## src/wsd_pkg.sv

```systemverilog
// shared types and constants of the websocket frame deframer
package wsd_pkg;

  localparam int unsigned QUEUE_DEPTH = 2;

  localparam logic [7:0] CLOSE_BYTE  = 8'd136;
  localparam logic [7:0] FIN_BIT     = 8'h80;
  localparam logic [7:0] OPCODE_MASK = 8'h0f;
  localparam logic [7:0] MASK_BIT    = 8'd128;
  localparam logic [6:0] LEN_EXT16   = 7'd126;
  localparam logic [6:0] LEN_EXT64   = 7'd127;

  typedef enum logic [2:0] {
    KIND_PAYLOAD    = 3'd0,
    KIND_EMPTY_DONE = 3'd1,
    KIND_CLOSE      = 3'd2,
    KIND_BAD_HEADER = 3'd3,
    KIND_UNMASKED   = 3'd4
  } wsd_kind_t;

  // one classified result on its way to the output stage
  typedef struct packed {
    wsd_kind_t  kind;
    logic [7:0] raw_byte;
    logic [7:0] key_byte;
    logic       last;
  } wsd_op_t;

endpackage

```

## src/wsd_front.sv

```systemverilog
// header parser: tracks frame phase, length and mask key, classifies each byte
module wsd_front (
  input  logic              clk,
  input  logic              rst_n,
  input  logic              take,
  input  logic [7:0]        rx_byte,
  output logic              push,
  output wsd_pkg::wsd_op_t  push_op
);

  typedef enum logic [2:0] {
    PH_HDR1  = 3'd0,
    PH_HDR2  = 3'd1,
    PH_LEN16 = 3'd2,
    PH_LEN64 = 3'd3,
    PH_MASK  = 3'd4,
    PH_DATA  = 3'd5
  } phase_t;

  phase_t      phase_r, phase_nxt;
  logic [7:0]  first_hdr_r, first_hdr_nxt;
  logic [63:0] rem_len_r, rem_len_nxt;
  logic [2:0]  cnt_r, cnt_nxt;
  logic [31:0] key_r, key_nxt;
  logic [1:0]  pos_r, pos_nxt;
  logic        closed_r, closed_nxt;

  logic [63:0] rem_dec;
  logic [7:0]  key_sel;

  assign rem_dec = (rem_len_r != 64'd0) ? rem_len_r - 64'd1 : rem_len_r;

  always_comb begin
    case (pos_r)
      2'd0:    key_sel = key_r[31:24];
      2'd1:    key_sel = key_r[23:16];
      2'd2:    key_sel = key_r[15:8];
      default: key_sel = key_r[7:0];
    endcase
  end

  always_comb begin
    phase_nxt     = phase_r;
    first_hdr_nxt = first_hdr_r;
    rem_len_nxt   = rem_len_r;
    cnt_nxt       = cnt_r;
    key_nxt       = key_r;
    pos_nxt       = pos_r;
    closed_nxt    = closed_r;
    push          = 1'b0;
    push_op       = '{kind: wsd_pkg::KIND_PAYLOAD, raw_byte: 8'd0, key_byte: 8'd0, last: 1'b0};

    if (take && !closed_r) begin
      case (phase_r)
        PH_HDR2: begin
          if (first_hdr_r == wsd_pkg::CLOSE_BYTE) begin
            push         = 1'b1;
            push_op.kind = wsd_pkg::KIND_CLOSE;
            closed_nxt   = 1'b1;
            phase_nxt    = PH_HDR1;
          end else if ((first_hdr_r & wsd_pkg::FIN_BIT) == 8'd0 ||
                       (first_hdr_r & wsd_pkg::OPCODE_MASK) == 8'd0) begin
            push         = 1'b1;
            push_op.kind = wsd_pkg::KIND_BAD_HEADER;
            closed_nxt   = 1'b1;
            phase_nxt    = PH_HDR1;
          end else if (rx_byte < wsd_pkg::MASK_BIT) begin
            push         = 1'b1;
            push_op.kind = wsd_pkg::KIND_UNMASKED;
            closed_nxt   = 1'b1;
            phase_nxt    = PH_HDR1;
          end else begin
            cnt_nxt = 3'd0;
            key_nxt = 32'd0;
            pos_nxt = 2'd0;
            if (rx_byte[6:0] == wsd_pkg::LEN_EXT16) begin
              rem_len_nxt = 64'd0;
              phase_nxt   = PH_LEN16;
            end else if (rx_byte[6:0] == wsd_pkg::LEN_EXT64) begin
              rem_len_nxt = 64'd0;
              phase_nxt   = PH_LEN64;
            end else begin
              rem_len_nxt = {57'd0, rx_byte[6:0]};
              phase_nxt   = PH_MASK;
            end
          end
        end
        PH_LEN16, PH_LEN64: begin
          rem_len_nxt = {rem_len_r[55:0], rx_byte};
          cnt_nxt     = cnt_r + 3'd1;
          if ((phase_r == PH_LEN16 && cnt_r == 3'd1) ||
              (phase_r == PH_LEN64 && cnt_r == 3'd7)) begin
            cnt_nxt   = 3'd0;
            phase_nxt = PH_MASK;
          end
        end
        PH_MASK: begin
          key_nxt = {key_r[23:0], rx_byte};
          cnt_nxt = cnt_r + 3'd1;
          if (cnt_r == 3'd3) begin
            cnt_nxt = 3'd0;
            pos_nxt = 2'd0;
            if (rem_len_r == 64'd0) begin
              push         = 1'b1;
              push_op.kind = wsd_pkg::KIND_EMPTY_DONE;
              push_op.last = 1'b1;
              phase_nxt    = PH_HDR1;
            end else begin
              phase_nxt = PH_DATA;
            end
          end
        end
        PH_DATA: begin
          pos_nxt          = pos_r + 2'd1;
          rem_len_nxt      = rem_dec;
          push             = 1'b1;
          push_op.raw_byte = rx_byte;
          push_op.key_byte = key_sel;
          push_op.last     = (rem_dec == 64'd0);
          if (rem_dec == 64'd0) begin
            phase_nxt = PH_HDR1;
          end
        end
        default: begin
          first_hdr_nxt = rx_byte;
          phase_nxt     = PH_HDR2;
        end
      endcase
    end
  end

  always_ff @(posedge clk) begin
    if (!rst_n) begin
      phase_r     <= PH_HDR1;
      first_hdr_r <= 8'd0;
      rem_len_r   <= 64'd0;
      cnt_r       <= 3'd0;
      key_r       <= 32'd0;
      pos_r       <= 2'd0;
      closed_r    <= 1'b0;
    end else begin
      phase_r     <= phase_nxt;
      first_hdr_r <= first_hdr_nxt;
      rem_len_r   <= rem_len_nxt;
      cnt_r       <= cnt_nxt;
      key_r       <= key_nxt;
      pos_r       <= pos_nxt;
      closed_r    <= closed_nxt;
    end
  end

endmodule

```

## src/wsd_queue.sv

```systemverilog
// small fifo of classified results between parser and output stage
module wsd_queue #(
  parameter int unsigned DEPTH = wsd_pkg::QUEUE_DEPTH
) (
  input  logic              clk,
  input  logic              rst_n,
  input  logic              push,
  input  wsd_pkg::wsd_op_t  push_op,
  output logic              full,
  input  logic              pop,
  output logic              not_empty,
  output wsd_pkg::wsd_op_t  head_op
);

  localparam int unsigned PTR_W = (DEPTH > 1) ? $clog2(DEPTH) : 1;
  localparam int unsigned CNT_W = $clog2(DEPTH + 1);
  localparam logic [PTR_W-1:0] LAST_PTR = PTR_W'(DEPTH - 1);
  localparam logic [CNT_W-1:0] FULL_CNT = CNT_W'(DEPTH);

  wsd_pkg::wsd_op_t mem_r [DEPTH];
  logic [PTR_W-1:0] wr_ptr_r, wr_ptr_nxt;
  logic [PTR_W-1:0] rd_ptr_r, rd_ptr_nxt;
  logic [CNT_W-1:0] count_r, count_nxt;

  assign full      = (count_r == FULL_CNT);
  assign not_empty = (count_r != '0);
  assign head_op   = mem_r[rd_ptr_r];

  always_comb begin
    wr_ptr_nxt = wr_ptr_r;
    rd_ptr_nxt = rd_ptr_r;
    count_nxt  = count_r;
    if (push) begin
      wr_ptr_nxt = (wr_ptr_r == LAST_PTR) ? '0 : wr_ptr_r + PTR_W'(1);
    end
    if (pop) begin
      rd_ptr_nxt = (rd_ptr_r == LAST_PTR) ? '0 : rd_ptr_r + PTR_W'(1);
    end
    case ({push, pop})
      2'b10:   count_nxt = count_r + CNT_W'(1);
      2'b01:   count_nxt = count_r - CNT_W'(1);
      default: count_nxt = count_r;
    endcase
  end

  always_ff @(posedge clk) begin
    if (!rst_n) begin
      wr_ptr_r <= '0;
      rd_ptr_r <= '0;
      count_r  <= '0;
    end else begin
      wr_ptr_r <= wr_ptr_nxt;
      rd_ptr_r <= rd_ptr_nxt;
      count_r  <= count_nxt;
    end
  end

  always_ff @(posedge clk) begin
    if (push) begin
      mem_r[wr_ptr_r] <= push_op;
    end
  end

endmodule

```

## src/wsd_back.sv

```systemverilog
// output stage: unmasks payload bytes and holds the result beat
module wsd_back (
  input  logic              clk,
  input  logic              rst_n,
  input  logic              q_not_empty,
  input  wsd_pkg::wsd_op_t  q_head,
  output logic              q_pop,
  output logic              out_valid,
  input  logic              out_ready,
  output logic [2:0]        out_kind,
  output logic [7:0]        out_data_byte,
  output logic              out_last_of_frame
);

  logic       valid_r;
  logic [2:0] kind_r;
  logic [7:0] data_r;
  logic       last_r;

  assign q_pop = q_not_empty && (!valid_r || out_ready);

  always_ff @(posedge clk) begin
    if (!rst_n) begin
      valid_r <= 1'b0;
    end else if (q_pop) begin
      valid_r <= 1'b1;
    end else if (out_ready) begin
      valid_r <= 1'b0;
    end
  end

  always_ff @(posedge clk) begin
    if (q_pop) begin
      kind_r <= q_head.kind;
      data_r <= (q_head.kind == wsd_pkg::KIND_PAYLOAD) ?
                (q_head.raw_byte ^ q_head.key_byte) : 8'd0;
      last_r <= q_head.last;
    end
  end

  assign out_valid         = valid_r;
  assign out_kind          = kind_r;
  assign out_data_byte     = data_r;
  assign out_last_of_frame = last_r;

endmodule

```

## src/websocket_frame_deframer_unit.sv

```systemverilog
// top level of the websocket frame deframer: parser, result fifo, output stage
//
//  channel | ports                                            | direction
//  --------+--------------------------------------------------+----------
//  in      | in_valid, in_ready, in_rx_byte[7:0]              | sink
//  out     | out_valid, out_ready, out_kind[2:0],             | source
//          | out_data_byte[7:0], out_last_of_frame            |
//
// one received byte per beat; the parser takes a byte every cycle that the fifo has room
// a beat with a result is written to the fifo after acceptance, then registered in the output stage
// header, length and mask bytes give no beat, except the empty-frame completion and a close or error result
// after close or error all bytes are dropped
// out stalls fill the fifo and only then drop in_ready; in keeps flowing meanwhile
// synchronous active-low reset returns to the first-header-byte phase with an empty fifo
module websocket_frame_deframer_unit #(
  parameter int unsigned QUEUE_DEPTH = wsd_pkg::QUEUE_DEPTH
) (
  input  logic       clk,
  input  logic       rst_n,
  input  logic       in_valid,
  output logic       in_ready,
  input  logic [7:0] in_rx_byte,
  output logic       out_valid,
  input  logic       out_ready,
  output logic [2:0] out_kind,
  output logic [7:0] out_data_byte,
  output logic       out_last_of_frame
);

  logic             q_full;
  logic             q_not_empty;
  logic             q_push;
  logic             q_pop;
  logic             take;
  wsd_pkg::wsd_op_t push_op;
  wsd_pkg::wsd_op_t head_op;

  // a byte is taken whenever there is room for a possible result
  assign in_ready = !q_full;
  assign take     = in_valid && in_ready;

  // front: phase tracking and classification of each byte
  wsd_front u_front (
    .clk     (clk),
    .rst_n   (rst_n),
    .take    (take),
    .rx_byte (in_rx_byte),
    .push    (q_push),
    .push_op (push_op)
  );

  // decoupling fifo, lets output stalls not block the parser at once
  wsd_queue #(
    .DEPTH (QUEUE_DEPTH)
  ) u_queue (
    .clk       (clk),
    .rst_n     (rst_n),
    .push      (q_push),
    .push_op   (push_op),
    .full      (q_full),
    .pop       (q_pop),
    .not_empty (q_not_empty),
    .head_op   (head_op)
  );

  // back: unmask and register the result beat
  wsd_back u_back (
    .clk               (clk),
    .rst_n             (rst_n),
    .q_not_empty       (q_not_empty),
    .q_head            (head_op),
    .q_pop             (q_pop),
    .out_valid         (out_valid),
    .out_ready         (out_ready),
    .out_kind          (out_kind),
    .out_data_byte     (out_data_byte),
    .out_last_of_frame (out_last_of_frame)
  );

endmodule

```

## config.mk

```make
export PLATFORM = sky130hd
export DESIGN_NAME = websocket_frame_deframer_unit
export DESIGN_NICKNAME = d
export VERILOG_FILES = /design/src/wsd_pkg.sv /design/src/wsd_front.sv /design/src/wsd_queue.sv /design/src/wsd_back.sv /design/src/websocket_frame_deframer_unit.sv
export SDC_FILE = /design/constraint.sdc
export NUM_CORES = 1
export LEC_CHECK = 0
export BUFFER_PORTS_ARGS = -buffer_cell sky130_fd_sc_hd__clkbuf_2
export CAP_MARGIN = 5
export CELL_PAD_IN_SITES_DETAIL_PLACEMENT = 1
export CELL_PAD_IN_SITES_GLOBAL_PLACEMENT = 1
export CORE_ASPECT_RATIO = 1.75
export CORE_MARGIN = 10
export CORE_UTILIZATION = 45
export DETAILED_ROUTE_END_ITERATION = 8
export GPL_ROUTABILITY_DRIVEN = 0
export PLACE_DENSITY_LB_ADDON = 0.1
export SLEW_MARGIN = 0
export SYNTH_ARGS = -nofsm -noshare
export SYNTH_HDL_FRONTEND = slang
export SYNTH_SLANG_ARGS = --single-unit
export TNS_END_PERCENT = 100
```

## constraint.sdc

```tcl
create_clock -name clk -period 5.5 [get_ports clk]
set_input_delay 0.55 -clock clk [delete_from_list [all_inputs] [get_ports clk]]
set_output_delay 0.55 -clock clk [all_outputs]
set_load 0.02 [all_outputs]
```

Yosys cells after proc, flatten, opt, wreduce, memory -nomap -nowiden:

Memory sizes are Yosys's and may differ from the RTL's. A register that Yosys moved wholly into a read port is not among the register bits.
Cells that the tools add are included.

* memories: 1
* memory bits (writable): 40
* bits of input ports: 12
* word-level logic and storage cells: 143
* bits in registers: 130
* output and inout port bits: 14

Memories
* u_queue.mem_r: depth 2, width 20, read ports 1, clocked after Yosys merged registers in 1, wr ports 1, line wsd_queue.sv:20 `wsd_pkg::wsd_op_t mem_r [DEPTH];`

* equality and inequality tests: 22
* order comparisons: 1
* $add $sub $neg: 7
* bitwise logic cells: 2
* mux-type cells: 61
* reduce and logical (&&, ||, !) cells: 35

Operators by type and width (number)
* $mux 64: 4
* $pmux 64 s3: 1
* $logic_not 64->1: 2
* $mux 32: 3
* $pmux 32 s2: 1
* $reduce_bool 64->1: 1
* $sub 64x1->64 const B: 1
* $mux 3: 18
* $pmux 8 s3: 1
* $mux 20: 1
* $mux 1: 18
* $logic_not 8->1: 2
* $mux 16: 1
* $reduce_and 5->1: 3
* $eq 7x7->1 const B: 2
* $mux 7: 2
* $pmux 3 s4: 1
* $reduce_bool 3->1: 4
* $eq 3x2->1 const B: 3
* $eq 3x3->1 const B: 3
* $pmux 3 s3: 1
* $eq 8x8->1 const B: 1
* $lt 8x8->1 const B: 1
* $mux 2: 4
* 28 further kinds: 49

Depth between registers and ports, before layout:

Gate-level depths: netlist of the first run.

* depth in word-level cells: 8
* gate-level depth with buffers: 15
* gate-level depth less buffers: 12

Hierarchy:

From an unflattened synthesis of the first run, not the netlist that was laid out.

* cells, all modules: 1172
* area total of the unflattened synthesis: 9710.6 um^2

Modules (own cells, without submodules)
* wsd_front: cells an instance 1052, sequential area each 2262.2 um^2, area each 7522.2 um^2, times used 1
* wsd_queue: cells an instance 84, sequential area each 1301.2 um^2, area each 1655.3 um^2, times used 1
* wsd_back: cells an instance 34, sequential area each 380.4 um^2, area each 523.0 um^2, times used 1
* websocket_frame_deframer_unit: cells an instance 2, sequential area each 0.0 um^2, area each 10.0 um^2, times used 1

Least setup slack after synthesis of the first run:

OpenSTA, ideal clock, no wires.

* kind: flip-flop to flip-flop
* start: reg u_front.rem_len_r[51]
* end: mem u_queue.mem_r[0][0] in the netlist's numbering, enable pin
* arrival time: 3.769 ns
* path buffers: 2
* setup time: 0.398 ns
* cell stages (with the launch flop): 11
* data required time: 5.102 ns
* slack: 1.333 ns
* clock period less this slack: 4.167 ns
* cells stage by stage: dfxtp_1 > or4_4 > or4_4 > or4_4 > buf_6 > nor2_1 > buf_2 > a21oi_1 > o22ai_1 > nand2_1 > nor2_1

* longest elaborated chain between the ends: 7

Ends and longest elaborated chain
* start: declaration: line wsd_front.sv:22 `logic [63:0] rem_len_r, rem_len_nxt;`
* start signal: assignment: line wsd_front.sv:144 `rem_len_r <= rem_len_nxt;`
* $logic_not 64->1: line wsd_front.sv:103 `if (rem_len_r == 64'd0) begin`
* $mux 1: line wsd_front.sv:103
* $mux 1: line wsd_front.sv:100 `if (cnt_r == 3'd3) begin`
* $pmux 1 s3: line wsd_front.sv:54 `case (phase_r)`
* $mux 1: line wsd_front.sv:53 `if (take && !closed_r) begin`
* $mux 1: line wsd_queue.sv:59 `if (push) begin`
* $mux 1 (implied by the code): line wsd_queue.sv:60 `mem_r[wr_ptr_r] <= push_op;`
* end: declaration: line wsd_queue.sv:20

Every way passes these cells.

==> results of run 1 <==
==> worst max path at each step <==
stage / endpoint / depth (start not counted)
2_1_floorplan: u_queue.mem_r[0][0]$_DFFE_PP_ / 10
3_3_place_gp: u_queue.mem_r[0][0]$_DFFE_PP_ / 11
3_5_place_dp: u_queue.mem_r[1][0]$_DFFE_PP_ / 11
4_1_cts: u_queue.mem_r[0][0]$_DFFE_PP_ / 11
5_1_grt: u_queue.mem_r[0][0]$_DFFE_PP_ / 11
6_report: u_queue.mem_r[0][0]$_DFFE_PP_ / 12
==> registers in the layout (all words and copies together) (netlist names), named ones only <==
signal                    cells
u_front.closed_r              1
u_back.out_valid              1
u_back.out_last_of_frame      1
u_back.out_data_byte          8
u_queue.rd_ptr_r              1
u_front.phase_r               3
u_queue.count_r               2
u_front.rem_len_r            64
u_front.cnt_r                 3
u_front.first_hdr_r           8
u_front.pos_r                 2
u_queue.mem_r                40
u_queue.wr_ptr_r              1
u_back.out_kind               3
u_front.key_r                32
==> metal layers <==
layer | global-route usage | wire length [um] | vias to the layer above | part of all wire
li1 | - | - | 4363 | -
met1 | 0.248 | 12800 | 4734 | 0.37
met2 | 0.458 | 19100 | 298 | 0.55
met3 | 0.0452 | 1260 | 124 | 0.036
met4 | 0.140 | 1840 | 0 | 0.053
met5 | 0 | 0 | - | 0
==> cells in the final DEF, fill, tap and decap left out, types with 15 or more instances in the layout <==
cell type / instances
xnor2_1: 22
dfxtp_1: 119
and2_1: 40
a21boi_0: 39
o21ai_0: 100
nor2_1: 111
a22oi_1: 26
nor4_1: 30
a21oi_1: 65
edfxtp_1: 52
inv_1: 15
nand4_1: 19
nor2b_1: 29
nand3_1: 50
nor3_1: 39
buf_4: 25
nand2_1: 103
clkbuf_2: 24
clkbuf_16: 17
or3_1: 15
xor2_1: 19
==> kinds of logic after synthesis <==
kind of cell    count (synthesis)  share of synthesized area
compound gates                335                      0.221
xor+xnor                       42                     0.0378
fa+ha+maj                      11                     0.0139
buf+inv                       114                     0.0466
flops                         171                      0.397
mux                            18                     0.0189
simple gates                  509                      0.265
==> critical path, stage by stage (launching register included) <==
cell and delay [ns]:
dfxtp_1 0.34, inv_1 0.10, ha_1 0.33, nor4b_1 0.94, nand2_1 0.28, a2111oi_0 0.55, nand4_1 0.18, a2111oi_2 0.55
o2111ai_1 0.21, nor4_1 0.31, nand4_1 0.20, o21a_1 0.22, nor2_1 0.12
==> layout make-up <==
cell class,instances,area share
Clock inverter,15,0.0172
Inverter,17,0.00588
Tap cell,292,0.0337
Timing Repair Buffer,50,0.0288
Sequential cell,171,0.363
Clock buffer,17,0.0392
Multi-Input combinational cell,915,0.512
==> where the power goes <==
part	leakage [nW]	total, mW	switching, mW	internal [mW]
Combinational	2.23	2.12	1.42	0.699
Sequential	1.44	1.55	0.0973	1.45
Clock	0.297	1.24	0.625	0.619
==> per-stage QoR <==
step / setup slack [ns] / hold slack (ns) / power, mW / area, um2 / util
6_report: 1.01 / 0.426 / 4.91 / 10900 / 0.503
5_1_grt: 0.453 / 0.466 / 5.15 / 10900 / 0.503
4_1_cts: 1.08 / 0.406 / 4.89 / 10900 / 0.503
3_5_place_dp: 1.12 / 0.461 / 3.64 / 10200 / 0.474
3_3_place_gp: 1.22 / 0.454 / 3.61 / 10200 / 0.474
2_1_floorplan: 1.33 / 0.440 / 2.98 / 9920 / -
==> summary.md, run 1 <==
| Metric | Value |
|---|---|
| Proportion of register bits with asynchronous set or reset after synthesis | 0 |
| Remaining design rule violation count | 0 |
| Number of synthesized flops with an enable pin | 52 |
| Number of buffers added by the clock tree synthesis step | 17 |
| Rel. slew slack | 0.207 |
| Biggest area consumer among synthesized cells | dfxtp_1 |
| # placed instances | around 1.4k |
| CP startpoint kind | flip-flop |
| Sequential cell area fraction in the yosys report | 0.397 |
| Peak Freq | approximately 220 MHz |
| Peak VDD IR | 0.000295 V |
| Via density per instance | between 6 and 7 |
| Cell with the most instances after synthesis | dfxtp_1 |
| Congestion Overflow GR | 0 |
| Final critical-path share of the clock period | 0.817 |
| Area of combinational cells with multiple inputs | around 5600 um2 |
| HP Class | in -> reg |
| Launch point of the worst path | u_front.rem_len_r[0]$_SDFFE_PN0P_ |
| Largest net degree at the start of global routing | 76 |
| Height of the die | around 220 um |
| Clock latency at the later pin of the worst-skew pair | 0.47 ns |
| Synth Cell Area | a little under 10000 um2 |
| Root Buffer Master | clkbuf_16 |
| Leakage power of the design | 3.97 nW |
| Max-slew violation count | 0 |
| Setup slack of the most critical reg-to-reg path | approximately 1.0 ns |
| Count of antenna diodes in the layout | 0 |
| Main synth FF type | dfxtp_1 |
| Total I/O pin count | 26 |
| Outcome | finished clean |
| Sum of routed wire length over all layers | about 35 mm |
| Number of filler cells placed in the layout | ~2.6k |
| Setup repair after global routing missed its margin | no |
| Measured slew at the worst slew-check pin | roughly 1.2 ns |
| Drt first pass iters | 5 |
| Overall via count from detail_route | roughly 9.5k |
| HPWL after detailed placement | roughly 25 mm |
| Number of standard cells in the final layout excluding fillers | 1477 |
| CTS Sinks | about 170 |
| Reg area | around 3900 um2 |
| Clk buf depth | 2 |
| Number of global-route vias before repair | between 9k and 10k |
| Leading cell types by count after synthesis | 119 x dfxtp_1, 113 x nor2_1, 103 x nand2_1 |
| Element type at the critical path end | flip-flop |
| H-tree Lvls | 4 |
| Layout cell share with drive strength beyond 1 | 0.0996 |
| Highest fanout seen on the critical path | 8 |
| Number of standard cells after synthesis | around 1.2k |
| Total nets after synthesis | between 1k and 1.5k |
| Antenna violations before repair | 0 |
| Worst-case hold path end point | u_front.key_r[5]$_SDFFE_PN0P_ |
| Final setup violation count | 0 |
| Count of standard-cell rows | 71 |
| Total global routing track utilization | 0.245 |
| Hold violation total from the final report | 0 |
| Sum Neg Setup Slack | 0 ns |
| Global-route wire length before repair | between 50 and 60 mm |
| Synthesis-stage register bit count | approximately 170 |
| Layout Skew | between 0.01 and 0.015 ns |
| Worst endpoint data arrival time | ~4.8 ns |
| Fraction of post-synthesis cell area in the top cell type by area | 0.240 |
| Length in cells of the worst reg-to-reg path | 12 |
| Number of hold-repair buffers added at the cts stage | 0 |
| Setup fix buffers added after clock tree synthesis | 0 |
| Violation count after the first detailed-route iteration | approximately 730 |
| Synthesized area per cell | between 8 and 9 um2 |
| Minimum period implied by the final worst setup slack | about 4.5 ns |
| Core area | ~22000 um2 |
| Kind of critical path | reg -> reg |
| Worst R2R Start | u_front.rem_len_r[0]$_SDFFE_PN0P_ |
| Die Footprint | between 20000 and 30000 um2 |
| Startpoint of the most critical hold path | in_rx_byte[5] |
| Initial Util | 0.460 |
| Chip width | roughly 130 um |
| WP data required | between 5 and 6 ns |
| Most area-consuming cells after synthesis | dfxtp_1 24%, edfxtp_1 16%, o21ai_0 5.0% |
| Cell Pwr Density | 452 nW/um2 |
| Synthesis-to-layout area growth | 9.33% |
| Average wire per cell in the routed design | roughly 24 um |
| Input/output buffers | 25 |
| Min-Delay Path Depth | 3 |
| Max cap viols | 0 |
| Final ANT Viol Nets | 0 |
| CTS clock-pin slew for the worst setup and hold paths | ~0.080 ns |
| Final-stage net count | 1195 |
| Worst R2R End | u_queue.mem_r[0][0]$_DFFE_PP_ |
| Yosys warns | 0 |
| CTS tree | yes |
| PostCTS Resize Cnt | 0 |
| Distinct cells, synth | 74 |
No activity file was read; power rests on OpenSTA's default activity.
==> run 2: changes to the inputs <==
clock period = 4.15 ns   (was 5.5 ns; I/O delays follow)
==> run 2 against run 1 <==
Register-to-register slack got worse by 0.81 ns. Die area did not move. Critical path type unchanged. Core utilization rose by 1.9 points. Worst hold slack got worse by 0.13 ns. Sequential share of layout area fell by 1.3 points. Non-clock buffer count rose by 53. Power rose by 39%.
==> summary.md, run 2 (synthesized netlist as in run 1, its figures left out) <==
| Metric | Value |
|---|---|
| Final setup violation count | 0 |
| Ordered cell list for the critical path | or4_4, or4_4, or4_4, o211a_1, a211oi_1, o21ai_0, nor4_1, nand4_1, o21a_1, nor2_1 |
| Max-slew violation count | 0 |
| Final ANT Viol Nets | 0 |
| Clk buf depth | 2 |
| Min-Delay Path Depth | 3 |
| H-tree Lvls | 4 |
| Overall via count from detail_route | 9802 |
| Average wire per cell in the routed design | roughly 25 um |
| Worst slack at placement | approximately 0.12 ns |
| Number of hold-repair buffers added at the cts stage | 0 |
| Worst endpoint data arrival time | about 4.3 ns |
| Global-route wire length before repair | approximately 59 mm |
| Number of filler cells placed in the layout | about 2.6k |
| Kind of critical path | reg -> reg |
| Highest fanout seen on the critical path | 15 |
| Via density per instance | 6.41 |
| Final critical-path share of the clock period | 0.953 |
| Cell Pwr Density | roughly 600 nW/um2 |
| Count of antenna diodes in the layout | 0 |
| Cell mode on critical path | or4_4 |
| Total I/O pin count | 26 |
| Remaining design rule violation count | 0 |
| Max cap viols | 0 |
| Element type at the critical path end | flip-flop |
| Setup repair after global routing missed its margin | no |
| Rel. slew slack | 0.261 |
| Clock latency at the later pin of the worst-skew pair | between 0.4 and 0.5 ns |
| Worst setup margin | 0.194 ns |
| Largest net degree at the start of global routing | just under 80 |
| Chip width | around 130 um |
| Number of global-route vias before repair | 10.2k |
| Length in cells of the worst reg-to-reg path | 10 |
| Count of standard-cell rows | 71 |
| Antenna violations before repair | 0 |
| Sum Neg Setup Slack | 0 ns |
| Measured slew at the worst slew-check pin | 1.10 ns |
| HPWL after detailed placement | approximately 28 mm |
| Largest regs | u_front.rem_len_r x64, u_queue.mem_r x40, u_front.key_r x32 |
| WP data required | 4.45 ns |
| CTS clock-pin slew for the worst setup and hold paths | approximately 0.08 ns |
| Congestion Overflow GR | 0 |
| Layout Skew | 0.00858 ns |
| Total global routing track utilization | 0.265 |
| Drt first pass iters | 7 |
| CTS tree | yes |
| Die Footprint | ~29000 um2 |
| Violation count after the first detailed-route iteration | 733 |
| # placed instances | between 1k and 1.5k |
| Root Buffer Master | clkbuf_16 |
| Layout cell share with drive strength beyond 1 | 0.141 |
| CTS Sinks | 171 |
| Max reg flops | 64 |
| Leakage power of the design | around 4.2 nW |
| Worst hold slack across all endpoints | 0.298 ns |
| Hold violation total from the final report | 0 |
| Slowest CP cell | or4_4 |
| Sum of routed wire length over all layers | about 38 mm |
| Number of standard cells in the final layout excluding fillers | ~1.5k |
| Peak Freq | between 200 and 300 MHz |
| Outcome | finished clean |
| Stage delay of the slowest cell on the critical path | around 0.67 ns |
| Area of combinational cells with multiple inputs | roughly 5600 um2 |
| Minimum period implied by the final worst setup slack | roughly 4.0 ns |
| Peak VDD IR | 0.000433 V |
| Commonest non-fill, non-tap cell in the layout | dfxtp_1 |
| Total design power | 6.81 mW |
| Height of the die | between 200 and 250 um |
| HP Class | in -> reg |
| Final-stage net count | 1248 |
| Number of buffers added by the clock tree synthesis step | 17 |
| Util after Layout | 0.522 |
| PostCTS Resize Cnt | 0 |
| Area after detailed placement | roughly 11000 um2 |
| Setup fix buffers added after clock tree synthesis | 0 |
| Initial Util | 0.460 |
| Synthesis-to-layout area growth | 13.5% |
| Largest reg by FF count | u_front.rem_len_r |
| Final standard cell area without fillers | approximately 11000 um2 |
| Input/output buffers | 25 |
| Reg area | about 3900 um2 |
| Core area | around 22000 um2 |
| Most frequent cells in the layout | 119 x dfxtp_1, 110 x nor2_1, 103 x nand2_1 |
| CP startpoint kind | flip-flop |
[run 2: cell types whose count changed in the layout (fill, tap and decap cells not counted), sizes merged]
cell	before	now
inv	23	25
clkinv	9	7
buf	26	79
[run 2: metal layers]
metal,track usage,vias up,wire [um],part of all wire
met5,0,-,0,0
met2,0.489,278,20400,0.53
met1,0.250,4897,13100,0.34
li1,-,4457,-,-
met3,0.0456,170,1440,0.038
met4,0.215,0,3250,0.085
[run 2: area by class of cell]
type                    instances  share of cell area
multi-input cells             915               0.494
clock inverters                15              0.0142
inverters                      17             0.00567
well taps                     292              0.0324
repair buffers                103              0.0653
clock buffers                  17              0.0378
flip-flops and latches        171               0.350
[run 2: worst paths after layout]
kind | from | end | slack [ns]
worst min-delay path | in_rx_byte[2] | u_front.key_r[2]$_SDFFE_PN0P_ | 0.30
worst min register to register | u_front.key_r[26]$_SDFFE_PN0P_ | u_front.key_r[26]$_SDFFE_PN0P_ | 0.47
worst max register to register | u_front.rem_len_r[53]$_SDFFE_PN0P_ | u_queue.mem_r[0][0]$_DFFE_PP_ | 0.19
worst max-delay path | u_front.rem_len_r[53]$_SDFFE_PN0P_ | u_queue.mem_r[0][0]$_DFFE_PP_ | 0.19
[run 2: worst max-delay path, delay by kind of cell (launching register included)]
family	cells	cell delay [ns]
DFF	1	0.37
AOI/OAI and AO/OA	4	1.06
and+or+nand+nor	6	2.38
[run 2: power breakdown]
part           switching (mW)  internal (mW)
Sequential              0.131           1.92
Combinational            2.03           1.10
Clock                   0.818          0.810
Total                    2.98           3.83
